`src/rtl/core/cpu6502_byte_stream_to_ir_decoder_unit_macros.svh`:
```
// Assertion macros for the 6502 predecoder
`ifndef CPU6502_BYTE_STREAM_TO_IR_DECODER_UNIT_MACROS_SVH
`define CPU6502_BYTE_STREAM_TO_IR_DECODER_UNIT_MACROS_SVH
// implication checked on every rising clock edge outside reset
`define CHK_IMPL(label, ante, cons) \
  label: assert property (@(posedge clk) disable iff (!rst_n) (ante) |-> (cons)) \
    else $error("check failed");
// next-cycle implication
`define CHK_NEXT(label, ante, cons) \
  label: assert property (@(posedge clk) disable iff (!rst_n) (ante) |=> (cons)) \
    else $error("check failed");
`endif

```
`src/rtl/core/c6502_pkg.sv`:
```
// Package: types, opcode map, length function and IR flag function for the 6502 predecoder
package c6502_pkg;

  localparam logic [7:0] MAX_NODES = 8'd64;
  localparam logic [7:0] RAW_CODE  = 8'h80;

  typedef struct packed {
    logic [7:0] data_byte;
    logic       last_byte;
    logic       start_block;
  } c6502_in_t;

  typedef struct packed {
    logic [7:0]  ir_opcode;
    logic [7:0]  node_flags;
    logic [15:0] node_operand;
    logic        stored;
    logic [7:0]  node_number;
    logic [7:0]  size_estimate;
    logic [7:0]  buffer_node_total;
    logic        last_in_run;
  } c6502_out_t;

  // candidate node before counting
  typedef struct packed {
    logic [7:0]  code;
    logic [7:0]  flags;
    logic [15:0] operand;
    logic [1:0]  size_add;
  } c6502_node_t;

  // up to three nodes from one byte, plus state update
  typedef struct packed {
    logic [1:0]       count;
    c6502_node_t [2:0] nodes;
    logic [7:0]       base_total;
    logic [7:0]       base_size;
    logic [7:0]       base_start;
    logic             last;
  } c6502_run_t;

  function automatic logic [1:0] op_len(input logic [7:0] b);
    logic [1:0] r;
    logic [3:0] lo;
    lo = b[3:0];
    r = 2'd0;
    if (b[4]) begin
      case (lo)
        4'h0, 4'h1, 4'h5, 4'h6: r = 2'd2;
        4'h8: r = 2'd1;
        4'h9, 4'hD: r = 2'd3;
        4'hE: r = (b == 8'h9E) ? 2'd0 : 2'd3;
        4'h4: r = (b == 8'h94 || b == 8'hB4) ? 2'd2 : 2'd0;
        4'hA: r = (b == 8'h9A || b == 8'hBA) ? 2'd1 : 2'd0;
        4'hC: r = (b == 8'hBC) ? 2'd3 : 2'd0;
        default: r = 2'd0;
      endcase
      if (b == 8'h9D) r = 2'd3;
      if (b == 8'h99) r = 2'd3;
      if (b == 8'hBE) r = 2'd3;
      if (b == 8'h9E) r = 2'd0;
      if (b == 8'h9C) r = 2'd0;
    end else begin
      case (lo)
        4'h1, 4'h5, 4'h6: r = 2'd2;
        4'h0: r = (b == 8'h00 || b == 8'h40 || b == 8'h60) ? 2'd1 :
                  (b == 8'h20) ? 2'd3 : (b == 8'h80) ? 2'd0 : 2'd2;
        4'h8: r = 2'd1;
        4'h9: r = (b == 8'h89) ? 2'd0 : 2'd2;
        4'hA: r = 2'd1;
        4'h2: r = (b == 8'hA2) ? 2'd2 : 2'd0;
        4'h4: r = (b == 8'h24 || b[7]) ? 2'd2 : 2'd0;
        4'hC: r = (b == 8'h0C) ? 2'd0 : 2'd3;
        4'hD, 4'hE: r = 2'd3;
        default: r = 2'd0;
      endcase
    end
    return r;
  endfunction

  localparam logic [7:0] OP_MAP [256] = '{
    8'h1F,8'h00,8'h00,8'h00,8'h00,8'h3D,8'h4C,8'h00,8'h13,8'h35,8'h56,8'h00,8'h00,8'h45,8'h52,8'h00,
    8'h20,8'h00,8'h00,8'h00,8'h00,8'h00,8'h00,8'h00,8'h18,8'h67,8'h00,8'h00,8'h00,8'h61,8'h6E,8'h00,
    8'h11,8'h00,8'h00,8'h00,8'h72,8'h3C,8'h4E,8'h00,8'h14,8'h34,8'h58,8'h00,8'h73,8'h44,8'h54,8'h00,
    8'h21,8'h00,8'h00,8'h00,8'h00,8'h00,8'h00,8'h00,8'h19,8'h66,8'h00,8'h00,8'h00,8'h60,8'h70,8'h00,
    8'h00,8'h00,8'h00,8'h00,8'h00,8'h3E,8'h4D,8'h00,8'h15,8'h36,8'h57,8'h00,8'h10,8'h46,8'h53,8'h00,
    8'h22,8'h00,8'h00,8'h00,8'h00,8'h00,8'h00,8'h00,8'h1C,8'h68,8'h00,8'h00,8'h00,8'h62,8'h6F,8'h00,
    8'h12,8'h00,8'h00,8'h00,8'h00,8'h3A,8'h4F,8'h00,8'h16,8'h32,8'h59,8'h00,8'h00,8'h42,8'h55,8'h00,
    8'h23,8'h00,8'h00,8'h00,8'h00,8'h00,8'h00,8'h00,8'h1D,8'h64,8'h00,8'h00,8'h00,8'h5E,8'h71,8'h00,
    8'h00,8'h00,8'h00,8'h00,8'h0E,8'h0A,8'h0C,8'h00,8'h31,8'h00,8'h2A,8'h00,8'h0F,8'h0B,8'h0D,8'h00,
    8'h24,8'h00,8'h00,8'h00,8'h00,8'h00,8'h00,8'h00,8'h2B,8'h5D,8'h2D,8'h00,8'h00,8'h5C,8'h00,8'h00,
    8'h07,8'h00,8'h04,8'h00,8'h08,8'h02,8'h05,8'h00,8'h29,8'h01,8'h28,8'h00,8'h09,8'h03,8'h06,8'h00,
    8'h25,8'h00,8'h00,8'h00,8'h00,8'h00,8'h00,8'h00,8'h1E,8'h5B,8'h2C,8'h00,8'h6B,8'h5A,8'h6A,8'h00,
    8'h39,8'h00,8'h00,8'h00,8'h41,8'h3F,8'h4B,8'h00,8'h2F,8'h37,8'h30,8'h00,8'h49,8'h47,8'h51,8'h00,
    8'h26,8'h00,8'h00,8'h00,8'h00,8'h00,8'h00,8'h00,8'h1A,8'h69,8'h00,8'h00,8'h00,8'h63,8'h6D,8'h00,
    8'h38,8'h00,8'h00,8'h00,8'h40,8'h3B,8'h4A,8'h00,8'h2E,8'h33,8'h17,8'h00,8'h48,8'h43,8'h50,8'h00,
    8'h27,8'h00,8'h00,8'h00,8'h00,8'h00,8'h00,8'h00,8'h1B,8'h65,8'h00,8'h00,8'h00,8'h5F,8'h6C,8'h00
  };

  localparam logic [7:0] RD_A = 8'h01, RD_X = 8'h02, RD_Y = 8'h04, RD_P = 8'h08;
  localparam logic [7:0] WR_A = 8'h10, WR_X = 8'h20, WR_Y = 8'h40, WR_P = 8'h80;

  function automatic logic [7:0] flags_for(input logic [7:0] ir);
    logic [7:0] f;
    case (ir) inside
      8'h01, 8'h02, 8'h03, 8'h5A, 8'h5B, 8'h16: f = WR_A | WR_P;
      8'h04, 8'h05, 8'h06, 8'h6A, 8'h2C: f = WR_X | WR_P;
      8'h07, 8'h08, 8'h09, 8'h6B: f = WR_Y | WR_P;
      8'h0A, 8'h0B, 8'h5C, 8'h5D, 8'h15: f = RD_A;
      8'h0C, 8'h0D, 8'h2D: f = RD_X;
      8'h0E, 8'h0F: f = RD_Y;
      8'h32, 8'h33, 8'h42, 8'h43, 8'h5E, 8'h5F, 8'h64, 8'h65:
        f = RD_A | RD_P | WR_A | WR_P;
      8'h34, 8'h35, 8'h36, 8'h44, 8'h45, 8'h46, 8'h60, 8'h61, 8'h62,
      8'h66, 8'h67, 8'h68, [8'h56:8'h59]: f = RD_A | WR_A | WR_P;
      8'h37, 8'h47, 8'h63, 8'h69, 8'h73: f = RD_A | WR_P;
      8'h38, 8'h48: f = RD_X | WR_P;
      8'h39, 8'h49: f = RD_Y | WR_P;
      [8'h4A:8'h55], [8'h6C:8'h71], [8'h18:8'h1E], 8'h14: f = WR_P;
      [8'h20:8'h27], 8'h13: f = RD_P;
      8'h28: f = RD_A | WR_X | WR_P;
      8'h29: f = RD_A | WR_Y | WR_P;
      8'h2A: f = RD_X | WR_A | WR_P;
      8'h2B: f = RD_Y | WR_A | WR_P;
      8'h2E, 8'h30: f = RD_X | WR_X | WR_P;
      8'h2F, 8'h31: f = RD_Y | WR_Y | WR_P;
      default: f = 8'h00;
    endcase
    return f;
  endfunction

endpackage

```
`src/rtl/core/c6502_decode.sv`:
```
// Byte gathering and node formation for one input transaction
module c6502_decode import c6502_pkg::*; (
  input  logic       clk,
  input  logic       rst_n,
  input  logic       step,
  input  c6502_in_t  in_item,
  output c6502_run_t run
);

  logic [7:0] held_opcode_r, held_opcode_nxt;
  logic [7:0] held_low_r, held_low_nxt;
  logic [1:0] held_r, held_nxt;
  logic [7:0] total_r, total_nxt;
  logic [7:0] size_r, size_nxt;
  logic [7:0] start_r, start_nxt;

  function automatic c6502_node_t raw_node(input logic [7:0] b);
    c6502_node_t n;
    n.code = RAW_CODE;
    n.flags = 8'h00;
    n.operand = {8'h00, b};
    n.size_add = 2'd0;
    return n;
  endfunction

  function automatic c6502_node_t map_node(input logic [7:0] ir, input logic [15:0] opnd,
                                           input logic [1:0] len);
    c6502_node_t n;
    n.code = ir;
    n.flags = flags_for(ir);
    n.operand = opnd;
    n.size_add = len;
    return n;
  endfunction

  logic [7:0] b;
  logic [1:0] blen, hlen;
  logic [7:0] bmap, hmap;
  logic [7:0] bt, bs, bst;
  // per-node stored decision, counters advance through the run
  logic [7:0] t1, s1;
  logic [1:0] cnt;
  c6502_node_t [2:0] nd;

  assign b = in_item.data_byte;
  assign blen = op_len(b);
  assign hlen = op_len(held_opcode_r);
  assign bmap = OP_MAP[b];
  assign hmap = OP_MAP[held_opcode_r];

  always_comb begin
    bt = in_item.start_block ? 8'h00 : total_r;
    bs = in_item.start_block ? 8'h00 : size_r;
    bst = in_item.start_block ? 8'h00 : start_r;
    held_opcode_nxt = held_opcode_r;
    held_low_nxt = held_low_r;
    held_nxt = 2'd0;
    cnt = 2'd0;
    nd = '0;
    if (held_r == 2'd1 && hlen != 2'd3) begin
      if (hmap != 8'h00) begin
        cnt = 2'd1; nd[0] = map_node(hmap, {8'h00, b}, 2'd2);
      end else begin
        cnt = 2'd2; nd[0] = raw_node(held_opcode_r); nd[1] = raw_node(b);
      end
    end else if (held_r == 2'd1 && in_item.last_byte) begin
      nd[0] = raw_node(held_opcode_r);
      cnt = 2'd2;
      if (blen == 2'd1 && bmap != 8'h00) nd[1] = map_node(bmap, 16'h0000, 2'd1);
      else nd[1] = raw_node(b);
    end else if (held_r == 2'd1) begin
      held_low_nxt = b;
      held_nxt = 2'd2;
    end else if (held_r == 2'd2) begin
      if (hmap != 8'h00) begin
        cnt = 2'd1; nd[0] = map_node(hmap, {b, held_low_r}, 2'd3);
      end else begin
        cnt = 2'd3; nd[0] = raw_node(held_opcode_r);
        nd[1] = raw_node(held_low_r); nd[2] = raw_node(b);
      end
    end else begin
      if (blen == 2'd0 || (blen != 2'd1 && in_item.last_byte)) begin
        cnt = 2'd1; nd[0] = raw_node(b);
      end else if (blen == 2'd1) begin
        cnt = 2'd1;
        nd[0] = (bmap != 8'h00) ? map_node(bmap, 16'h0000, 2'd1) : raw_node(b);
      end else begin
        held_opcode_nxt = b;
        held_nxt = 2'd1;
      end
    end
    if (in_item.last_byte) held_nxt = 2'd0;
    // counter after the whole run: stored nodes up to capacity
    t1 = bt; s1 = bs;
    for (int i = 0; i < 3; i++) begin
      if (2'(i) < cnt && t1 < MAX_NODES) begin
        t1 = t1 + 8'd1;
        s1 = s1 + {6'd0, nd[i].size_add};
      end
    end
    total_nxt = t1;
    size_nxt = s1;
    start_nxt = in_item.last_byte ? t1 : bst;
  end

  assign run.count = cnt;
  assign run.nodes = nd;
  assign run.base_total = bt;
  assign run.base_size = bs;
  assign run.base_start = bst;
  assign run.last = in_item.last_byte;

  always_ff @(posedge clk) begin
    if (!rst_n) begin
      held_opcode_r <= 8'h00;
      held_low_r <= 8'h00;
      held_r <= 2'd0;
      total_r <= 8'h00;
      size_r <= 8'h00;
      start_r <= 8'h00;
    end else if (step) begin
      held_opcode_r <= held_opcode_nxt;
      held_low_r <= held_low_nxt;
      held_r <= held_nxt;
      total_r <= total_nxt;
      size_r <= size_nxt;
      start_r <= start_nxt;
    end
  end

endmodule

```
`src/rtl/core/c6502_emit.sv`:
```
// Result queue: holds one run of up to three nodes and hands them out in order
module c6502_emit import c6502_pkg::*; (
  input  logic       clk,
  input  logic       rst_n,
  input  logic       load,
  input  c6502_run_t run,
  output logic       busy,
  output logic       out_valid,
  input  logic       out_ready,
  output c6502_out_t out_data
);
  `include "cpu6502_byte_stream_to_ir_decoder_unit_macros.svh"

  c6502_out_t [2:0] q_r, q_nxt;
  logic [1:0] cnt_r, cnt_nxt;
  logic [1:0] rd_r, rd_nxt;

  logic [7:0] t, s;
  always_comb begin
    q_nxt = q_r;
    t = run.base_total;
    s = run.base_size;
    for (int i = 0; i < 3; i++) begin
      q_nxt[i].ir_opcode = run.nodes[i].code;
      q_nxt[i].node_flags = run.nodes[i].flags;
      q_nxt[i].node_operand = run.nodes[i].operand;
      q_nxt[i].node_number = t;
      q_nxt[i].stored = (t < MAX_NODES);
      if (t < MAX_NODES) begin
        t = t + 8'd1;
        s = s + {6'd0, run.nodes[i].size_add};
      end
      q_nxt[i].size_estimate = s;
      q_nxt[i].buffer_node_total = t - run.base_start;
      q_nxt[i].last_in_run = (2'(i + 1) == run.count);
    end
  end

  logic pop;
  assign out_valid = (cnt_r != 2'd0);
  assign pop = out_valid && out_ready;
  // final node leaving frees the queue in the same cycle
  assign busy = out_valid && !(pop && (rd_r + 2'd1 == cnt_r));
  assign out_data = q_r[rd_r];

  always_comb begin
    cnt_nxt = cnt_r;
    rd_nxt = rd_r;
    if (pop) begin
      if (rd_r + 2'd1 == cnt_r) begin
        cnt_nxt = 2'd0; rd_nxt = 2'd0;
      end else rd_nxt = rd_r + 2'd1;
    end
    if (load) begin
      cnt_nxt = run.count; rd_nxt = 2'd0;
    end
  end

  always_ff @(posedge clk) begin
    if (!rst_n) begin
      cnt_r <= 2'd0;
      rd_r <= 2'd0;
    end else begin
      cnt_r <= cnt_nxt;
      rd_r <= rd_nxt;
    end
    if (load) q_r <= q_nxt;
  end

  `CHK_IMPL(a_rd_in_range, out_valid, rd_r < cnt_r)
  `CHK_IMPL(a_no_load_busy, load && run.count != 2'd0, !busy)
  `CHK_IMPL(a_last_flag, out_valid, out_data.last_in_run == (rd_r + 2'd1 == cnt_r))
  `CHK_NEXT(a_hold, out_valid && !out_ready && !load, out_valid && $stable(rd_r))

endmodule

```
`src/rtl/core/cpu6502_byte_stream_to_ir_decoder_unit.sv`:
```
// 6502 machine-code predecoder: byte stream in, IR nodes out
// The first node of a byte transaction appears on the output in the cycle after it is accepted.
// Accepts one byte per cycle while out_ready is high; a byte making two or
// three nodes keeps in_ready low until its final node leaves the queue.
// Reset (rst_n low, synchronous) clears held bytes, counters and the queue.
module cpu6502_byte_stream_to_ir_decoder_unit import c6502_pkg::*; (
  input  logic       clk,
  input  logic       rst_n,
  input  logic       in_valid,
  output logic       in_ready,
  input  c6502_in_t  in_data,
  output logic       out_valid,
  input  logic       out_ready,
  output c6502_out_t out_data
);

  c6502_run_t run;
  logic busy, step;

  assign in_ready = !busy;
  assign step = in_valid && in_ready;

  c6502_decode u_dec (
    .clk(clk), .rst_n(rst_n), .step(step), .in_item(in_data), .run(run)
  );

  c6502_emit u_emit (
    .clk(clk), .rst_n(rst_n), .load(step), .run(run), .busy(busy),
    .out_valid(out_valid), .out_ready(out_ready), .out_data(out_data)
  );

endmodule

```
`config.mk`:
```
export PLATFORM = sky130hd
export DESIGN_NAME = cpu6502_byte_stream_to_ir_decoder_unit
export DESIGN_NICKNAME = d
export VERILOG_FILES = /design/src/rtl/core/c6502_pkg.sv /design/src/rtl/core/c6502_decode.sv /design/src/rtl/core/c6502_emit.sv /design/src/rtl/core/cpu6502_byte_stream_to_ir_decoder_unit.sv
export VERILOG_INCLUDE_DIRS = /design/src /design/src/rtl/core
export SDC_FILE = /design/constraint.sdc
export NUM_CORES = 1
export LEC_CHECK = 0
export ABC_AREA = 1
export BUFFER_PORTS_ARGS = -buffer_cell sky130_fd_sc_hd__buf_2
export CAP_MARGIN = 20
export CORE_ASPECT_RATIO = 0.8
export CORE_MARGIN = 2
export CORE_UTILIZATION = 50
export CTS_CLUSTER_DIAMETER = 150
export DETAILED_ROUTE_END_ITERATION = 10
export PLACE_DENSITY = 0.76
export SLEW_MARGIN = 20
export SYNTH_ARGS = -nofsm -noshare
export SYNTH_HDL_FRONTEND = slang
export SYNTH_SLANG_ARGS = --single-unit
```
`constraint.sdc`:
```
create_clock -name clk -period 6.1 [get_ports clk]
set_input_delay 0 -clock clk [delete_from_list [all_inputs] [get_ports clk]]
set_output_delay 0 -clock clk [all_outputs]
set_load 0.01 [all_outputs]
```
---- Yosys cells after proc, flatten, opt, wreduce, memory -nomap -nowiden ----
Memory sizes are Yosys's and may differ from the RTL's.
Cells that the tools add are included.
storage, ports and cells
  output and inout bits ................... 60
  latch bits .............................. 0
  register bits after elaboration ......... 220
  memories ................................ 2
  bits in writable memories ............... 0
  memory bits (read-only) ................. 4096
memories
  memory           words  width  rd ports  clocked after Yosys merged registers in  write ports  RTL line            text
  (no name shown)  256    8      1         0                                        0            c6502_decode.sv:48  assign bmap = OP_MAP[b];
  (no name shown)  256    8      1         0                                        0            c6502_decode.sv:49  assign hmap = OP_MAP[held_opcode_r];
cells by class
  equality and inequality tests ........... 195
  multipliers ............................. 0
  reductions and logical operators ........ 90
  mux-type cells .......................... 130
  shift-type cells ........................ 0
  bitwise gates (word level) .............. 9
  $lt $le $gt $ge ......................... 31
  divide/modulo/power cells ............... 0
  add/sub/neg operators ................... 14
operators with widths
  cell                                                                number
  == test 8 x 7 -> 1 bit (second input constant)                      58
  two-way mux 8 bit                                                   58
  == test 8 x 6 -> 1 bit (second input constant)                      40
  two-way mux 34 bit                                                  8
  == test 8 bit (second input constant)                               26
  two-way mux 68 bit                                                  3
  == test 8 x 4 -> 1 bit (second input constant)                      18
  binary-select mux 58 bit (select 2 bit)                             1
  two-way mux 2 bit                                                   49
  two-way mux 70 bit                                                  1
  == test 8 x 3 -> 1 bit (second input constant)                      8
  == test 8 x 5 -> 1 bit (second input constant)                      8
  two-way mux 58 bit                                                  1
  == test 4 bit (second input constant)                               12
  greater-or-equal comparator 8 x 7 -> 1 bit (second input constant)  6
  <= comparator 8 x 7 -> 1 bit (second input constant)                6
  adder 8 x 1 -> 8 bit (second input constant)                        5
  adder 8 x 2 -> 8 bit                                                5
  < comparator 8 x 7 -> 1 bit (second input constant)                 5
  two-way mux 36 bit                                                  1
  OR reduction 5 bit                                                  7
  OR reduction 2 bit                                                  17
  == test 8 x 2 -> 1 bit (second input constant)                      4
  case mux 2 bit (8 select lines)                                     2
  other kinds (41)                                                    120

---- Logic depth before layout (Yosys ltp) ----
Gate-level depths: netlist (run 1).
  word-level depth ........................ 38
  gate-level depth with buffers ........... 42

---- By module ----
A second synthesis (run 1) with hierarchy kept.
second synthesis, totals
  cell total of the unflattened synthesis .. 2322
  area total of the unflattened synthesis .. 16766.1 um2
by module, submodules not included
  module                                  instances  cells each  area each (um2)  seq. area each (um2)
  c6502_emit                              1          804         8846.0           5305.1
  c6502_decode                            1          1515        7906.3           840.8
  cpu6502_byte_stream_to_ir_decoder_unit  1          3           13.8             0.0

---- Worst setup path before layout (run 1) ----
Ideal clock, no wire load.
  kind .................................... register -> register
  start ................................... register u_dec.held_opcode_r[1]
  end ..................................... register u_emit.q_r[73] in the netlist's numbering (data pin)
  data arrival time ....................... 4.543 ns
  setup slack ............................. 1.303 ns
  path buffers ............................ 3
  required time ........................... 5.846 ns
  cell stages (with the launch flop) ...... 28
  cells stage by stage .................... dfxtp_1 > clkinv_1 > ha_1 > clkbuf_1 > nand2_2 > inv_1 > nand2_1 > nand2_1 > o21ai_0 > nand2_1 > nand2_1 > nand2_1 > nor2_4 > nand2_2 > nor2_4 > inv_1 > nor2_1 > clkbuf_1 > buf_1 > nor2_1 > fa_1 > inv_1 > o21ai_0 > ha_1 > nand4_1 > nand3b_1 > xor2_1 > inv_1
RTL lines
  what                      RTL line             text
  start: declaration        c6502_decode.sv:10   logic [7:0] held_opcode_r, held_opcode_nxt;
  start signal: assignment  c6502_decode.sv:122  held_opcode_r <= held_opcode_nxt;
  end signal: assignment    c6502_emit.sv:67     if (load) q_r <= q_nxt;
  end: declaration          c6502_emit.sv:14     c6502_out_t [2:0] q_r, q_nxt;

==> metrics, run 1 <==
Post-Syn Nets 2158; Peak supply drop 0.263 mV; CP Class in -> reg; Synth-to-Final Area Change 9.55%; I/O Pins 74; largest cells by area after synthesis edfxtp_1 (28%), nand2_1 (11%), nor2_1 (9.6%); critical-path maximum fanout 10; most common cell after layout, fill and taps aside nand2_1; pwr/cell area 251 nW/um^2; CTS Buf Count 17; Layout Cells excl Fill 2534; Max Slew Vio Count 0; Core Area 28200 sq um; clock skew 0.0110 ns; Initial DRC Count 2112; slew margin rel. 38.6%; post-synthesis async set-or-reset flop share 0%; Worst Path Arrival 5.78 ns; top cell type's share of synthesized area 28.3%; Slowest cell on crit path dlygate4sd3_1; drt wl/cell 19.8 microns; initial antenna violation count 0; HPWL Detailed 36800 microns; Final ANT Viol Nets 0; detail-routed via count per cell 6.08; max-cap violations 0; Final Hold Viols 0; Clock Pin Slew Worst Setup and Hold Paths 0.08 ns; RSZ-0062 raised after global routing false; Tmin final 5.58 ns; vias in the first global route 14192; met1 Track Usage GR 49.0%; crit-path max cell delay 0.52 ns; Post-synth EDFFs 135; Crit path required time 6.30 ns; Congestion Overflow GR 0; CP Capture Type flip-flop; largest net degree at the start of global routing 80; Synth Register Bits 181; slew at the pin closest to its max-slew limit 0.911 ns; via count 15419; period utilization 91.5%; commonest non-fill, non-tap cells in the layout nand2_1 (434), nor2_1 (365), inv_1 (221), nand3_1 (177), o21ai_0 (137); Syn Inst Count 2100; busiest grt layer met1; CTS Sinks 181; Chip Width 193 microns; Unique masters post-synth 61; Routed WL 50100 microns; Avg Cell Area, Syn 6.82 sq um; post-synth top area cell edfxtp_1; met2 usage 48.1%; CP Buf/Inv Count 10; drt drc 0; die footprint 30000 sq um; DP Cell Count 2498; Mapped Area 14300 sq um; share of layout cells above drive strength 1 10.1%; Ys Warns 0; Die Ht 155 microns; TritonCTS clock tree done; Initial Util 50.8%; Max Buffers Root-to-Sink 2; crit start category input port; Nets 2209; drt pass-1 iters 9; FP Rows 55; All-Layer GR Usage 33.1%; Top Family by Delay on Critical Path buffers and inverters; Max Fclk 179 MHz; sequential cell area fraction in the yosys report 34.7%; global placement routability congestion 1.03; P_leak 7.05 nW; Setup TNS Final 0 ns; status finished clean; top_reg_cell synth edfxtp_1; met3 global-route usage 7.41%; clk_lat worst skew 0.44 ns; IO buf count 73; Diodes inserted 0; Hold Path Class in -> reg; total power draw 3.95 mW; root buf cell clkbuf_16; endpoints failing setup 0; H-tree levels 4; first-pass GRT wire length 78900 microns
-- cell usage after synthesis, drive strengths merged (6+ instances only) --
master and number:
nor3 30, o221ai 7, o21ai 163, nor2 377
dfxtp 46, a31oi 10, ha 40, o31ai 38
xnor2 6, nand2 455, o211ai 14, buf 38
clkinv 11, inv 238, a21oi 100, clkbuf 49
a22o 9, edfxtp 135, o22ai 26, nand3 183
a211oi 6, a22oi 9, xor2 33, nand4 28
-- registers in the layout (all words and copies together), names as in the netlist --
name and flops:
u_dec.held_low_r 8, u_dec.held_opcode_r 8, u_dec.held_r 2, u_dec.size_r 8, u_dec.start_r 8, u_dec.total_r 8
u_emit.cnt_r 2, u_emit.q_r 135, u_emit.rd_r 2
-- worst reg2reg max path: cells and delay by family, from the launching register on --
kind,cells,cell delay (ns)
fa+ha+maj,4,1.41
simple gates,15,2.01
flops,1,0.43
compound gates,2,0.40
xor+xnor,1,0.16
buf+inv,5,0.58
-- report_power, final --
group / internal (mW) / leakage [nW] / switching [mW]
Clock: 0.582 / 0.286 / 0.510
Combinational: 0.388 / 5.06 / 0.928
Sequential: 1.49 / 1.70 / 0.0442
-- final timing paths --
kind / startpoint / end / slack [ns] / depth (start not counted)
worst max-delay path: in_data[3] / u_emit.q_r[73]$_DFFE_PP_ / 0.52 / 31
worst min-delay path: rst_n / u_dec.total_r[6]$_SDFFE_PN0P_ / 0.04 / 3
worst max register to register: u_dec.held_opcode_r[1]$_SDFFE_PN0P_ / u_emit.q_r[73]$_DFFE_PP_ / 0.86 / 27
worst min register to register: u_dec.start_r[4]$_SDFFE_PN0P_ / u_dec.start_r[4]$_SDFFE_PN0P_ / 0.46 / 2
-- logic make-up after synthesis --
logic type / share of synthesized area (%)
DFF: 34.7
AOI/OAI and AO/OA: 17.2
buffers and inverters: 9.34
and+or+nand+nor: 32.3
xor gates and xnor gates: 2.38
adders and majority gates: 4.05
-- what timing repair did --
| item | in CTS | in global routing |
|---|---|---|
| hold endpoints to repair | 8 | 0 |
| gates resized for setup | 0 | 5 |
| hold buffers | 4 | 0 |
| endpoints found under the setup margin | 0 | 6 |
| buffers inserted | 0 | 0 |
-- final cells by class --
class | instances | area [sq um]
Fill cell | 2750 | 12500
Multi-Input combinational cell | 1583 | 8020
Sequential cell | 181 | 4980
Inverter | 249 | 943
Timing Repair Buffer | 119 | 721
Clock buffer | 22 | 487
Tap cell | 370 | 463
Clock inverter | 10 | 86.3
-- per-layer routing --
metal	part of all wire (%)	vias to the layer above
met5	0	-
met4	2.1	0
met3	12	108
met2	41	989
met1	45	7151
li1	-	7171
-- through the flow --
step	hold WS, ns	worst slack, ns	cell area (sq um)	utilization, %
after floorplan	0.138	1.30	14300	-
after detailed placement	0.376	0.480	15100	53.4
after global placement	0.365	0.522	15100	53.4
final	0.0426	0.521	15700	55.6
after CTS	0.00417	0.379	15700	55.6
after global routing	0.0451	0.00583	15700	55.6
No activity file was read; power rests on OpenSTA's default activity.
==> run 2, diff against run 1 <==
--- a/config.mk
+++ b/config.mk
@@ -11,10 +11,10 @@
 export CAP_MARGIN = 20
 export CORE_ASPECT_RATIO = 0.8
 export CORE_MARGIN = 2
-export CORE_UTILIZATION = 50
+export CORE_UTILIZATION = 45
 export CTS_CLUSTER_DIAMETER = 150
 export DETAILED_ROUTE_END_ITERATION = 10
-export PLACE_DENSITY = 0.76
+export PLACE_DENSITY = 0.71
 export SLEW_MARGIN = 20
 export SYNTH_ARGS = -nofsm -noshare
 export SYNTH_HDL_FRONTEND = slang
==> run 2 against run 1 <==
Power up 0.89%. Combinational power about the same. Sequential share of layout area about the same. Sequential power about the same. Count of clock-buffer cells in the layout down 4. Cell area about the same. Via count down 1.1%. Utilization down 5.6 points. Largest cell class unchanged. Largest power group unchanged.
==> metrics, run 2 (synthesized netlist as in run 1, its figures left out) <==
drt drc 0 (unchanged); critical-path maximum fanout 19 (was 10); worst reg2reg path startpoint u_dec.held_opcode_r[1]$_SDFFE_PN0P_ (unchanged); I/O Pins 74 (unchanged); RSZ-0062 raised after global routing false (unchanged); Final Hold Viols 0 (unchanged); Slowest cell on crit path o21ai_0 (was dlygate4sd3_1); Peak supply drop 0.227 mV (was 0.263 mV); Largest Register u_emit.q_r (unchanged); detail-routed via count per cell 5.92 (was 6.08); Nets 2201 (was 2209); Max Fclk 183 MHz (was 179 MHz); FP Rows 58 (was 55); crit-path max cell delay 0.50 ns (was 0.52 ns); Initial Util 45.6% (was 50.8%); clk_lat worst skew 0.45 ns (was 0.44 ns); Synth-to-Final Area Change 9.64% (was 9.55%); IO buf count 73 (unchanged); Sequential cell area 4980 sq um (unchanged); Core Area 31400 sq um (was 28200 sq um); clock skew 0.00912 ns (was 0.0110 ns); endpoints failing setup 0 (unchanged); die footprint 33300 sq um (was 30000 sq um); vias in the first global route 13882 (was 14192); DP Cell Count 2542 (was 2498); max reg flops 135 (unchanged); Hold Crit Depth 3 (unchanged); Die Ht 164 microns (was 155 microns); Tmin final 5.46 ns (was 5.58 ns); Max Buffers Root-to-Sink 2 (unchanged); Reg2Reg Depth 30 (was 27); Congestion Overflow GR 0 (unchanged); period utilization 89.5% (was 91.5%); Final ANT Viol Nets 0 (unchanged); Hold Path Class in -> reg (unchanged); Crit path required time 6.30 ns (about the same); slew at the pin closest to its max-slew limit 0.861 ns (was 0.911 ns); P_leak 7.02 nW (was 7.05 nW); first-pass GRT wire length 78100 microns (was 78900 microns); footprint of the multi-input gates 8020 sq um (about the same); Worst Setup EP u_emit.q_r[73]$_DFFE_PP_ (unchanged); CTS Sinks 181 (unchanged); Layout Cells excl Fill 2577 (was 2534); All-Layer GR Usage 30.0% (was 33.1%); CP Capture Type flip-flop (unchanged); CP Buf/Inv Count 7 (was 10); max-cap violations 0 (unchanged); R2R Setup Slk 0.64 ns (was 0.86 ns); drt pass-1 iters 6 (was 9); Setup TNS Final 0 ns (unchanged); crit start category flip-flop (was input port); share of layout cells above drive strength 1 9.74% (was 10.1%); Top Family by Delay on Critical Path simple AND/OR/NAND/NOR gates (was buffers and inverters); H-tree levels 4 (unchanged); CP Class reg -> reg (was in -> reg); Initial DRC Count 2254 (was 2112); global placement routability congestion 1.08 (was 1.03); filler cell count 3140 (was 2750); slew margin rel. 41.9% (was 38.6%); CTS Buf Count 17 (unchanged); pwr/cell area 254 nW/um^2 (was 251 nW/um^2); via count 15243 (was 15419); root buf cell clkbuf_16 (unchanged); most common cell after layout, fill and taps aside nand2_1 (unchanged); drt wl/cell 19.3 microns (was 19.8 microns); Clock Pin Slew Worst Setup and Hold Paths 0.07 ns (was 0.08 ns); largest net degree at the start of global routing 82 (was 80); HPWL Detailed 36500 microns (was 36800 microns); initial antenna violation count 2 (was 0); reg2reg end u_emit.q_r[73]$_DFFE_PP_ (unchanged); CP most frequent cell nand2_1; Chip Width 204 microns (was 193 microns); Worst Path Arrival 5.66 ns (was 5.78 ns); commonest non-fill, non-tap cells in the layout nand2_1 (434), nor2_1 (367), inv_1 (221), nand3_1 (177), o21ai_0 (140) (was nand2_1 (434), nor2_1 (365), inv_1 (221), nand3_1 (177), o21ai_0 (137)); Max Slew Vio Count 0 (unchanged); TritonCTS clock tree done (unchanged); Crit path depth 30 (was 31); crit path launch u_dec.held_opcode_r[1]$_SDFFE_PN0P_ (was in_data[3]); Routed WL 49600 microns (was 50100 microns); status finished clean (unchanged)
run 2: stage by stage:
stage          setup WS [ns]  total power [mW]  hold WS (ns)  cell area [sq um]  utilization (%)
4_1_cts                0.758              3.96       0.00767              15700             50.0
2_1_floorplan           1.30              2.43         0.138              14300                -
3_3_place_gp           0.758              2.83         0.354              15100             48.0
3_5_place_dp           0.624              2.83         0.358              15100             48.0
6_report               0.638              3.98        0.0312              15700             50.0
5_1_grt                0.137              4.17        0.0630              15700             50.0
run 2: worst min path at each step:
stage                           from                                   to  slack (ns)
after floorplan                rst_n        u_dec.total_r[3]$_SDFFE_PN0P_        0.14
after global placement     out_ready          u_emit.rd_r[0]$_SDFFE_PP0P_        0.35
after detailed placement   out_ready          u_emit.rd_r[0]$_SDFFE_PP0P_        0.36
after CTS                 in_data[9]  u_dec.held_opcode_r[7]$_SDFFE_PN0P_       0.008
after global routing      in_data[8]  u_dec.held_opcode_r[6]$_SDFFE_PN0P_        0.06
final                     in_data[8]  u_dec.held_opcode_r[6]$_SDFFE_PN0P_        0.03
run 2: routing by layer:
| layer | share of wire, % | GRT usage, % | wire length, microns | vias to the layer above |
|---|---|---|---|---|
| met5 | 0.022 | 0 | 11 | - |
| met1 | 45 | 44.2 | 22500 | 7023 |
| met4 | 2.6 | 8.89 | 1300 | 2 |
| met3 | 12 | 7.54 | 5850 | 117 |
| met2 | 40 | 42.8 | 19900 | 925 |
| li1 | - | - | - | 7176 |
run 2: area by class of cell:
type,count,area share [%]
clock inverters,14,1.05
inverters,249,5.98
well taps,420,3.35
multi-input cells,1583,51.0
clock buffers,18,2.73
repair buffers,111,4.17
diodes,1,0.0159
flip-flops and latches,181,31.7
run 2: worst min-delay path, delay by kind of cell:
| family | cells | cell delay (ns) |
|---|---|---|
| compound gates | 2 | 0.24 |
| buf+inv | 1 | 0.19 |
run 2: what timing repair did:
item	4_1_cts	5_1_grt
hold endpoints to repair	7	0
gates resized for setup	0	0
setup buffers	0	0
hold buffers	2	0
run 2: power breakdown:
| group | internal (mW) | total, mW | leakage, nW | switching, mW |
|---|---|---|---|---|
| clock network | 0.616 | 1.14 | 0.288 | 0.525 |
| logic | 0.384 | 1.30 | 5.03 | 0.915 |
| registers | 1.49 | 1.54 | 1.70 | 0.0492 |
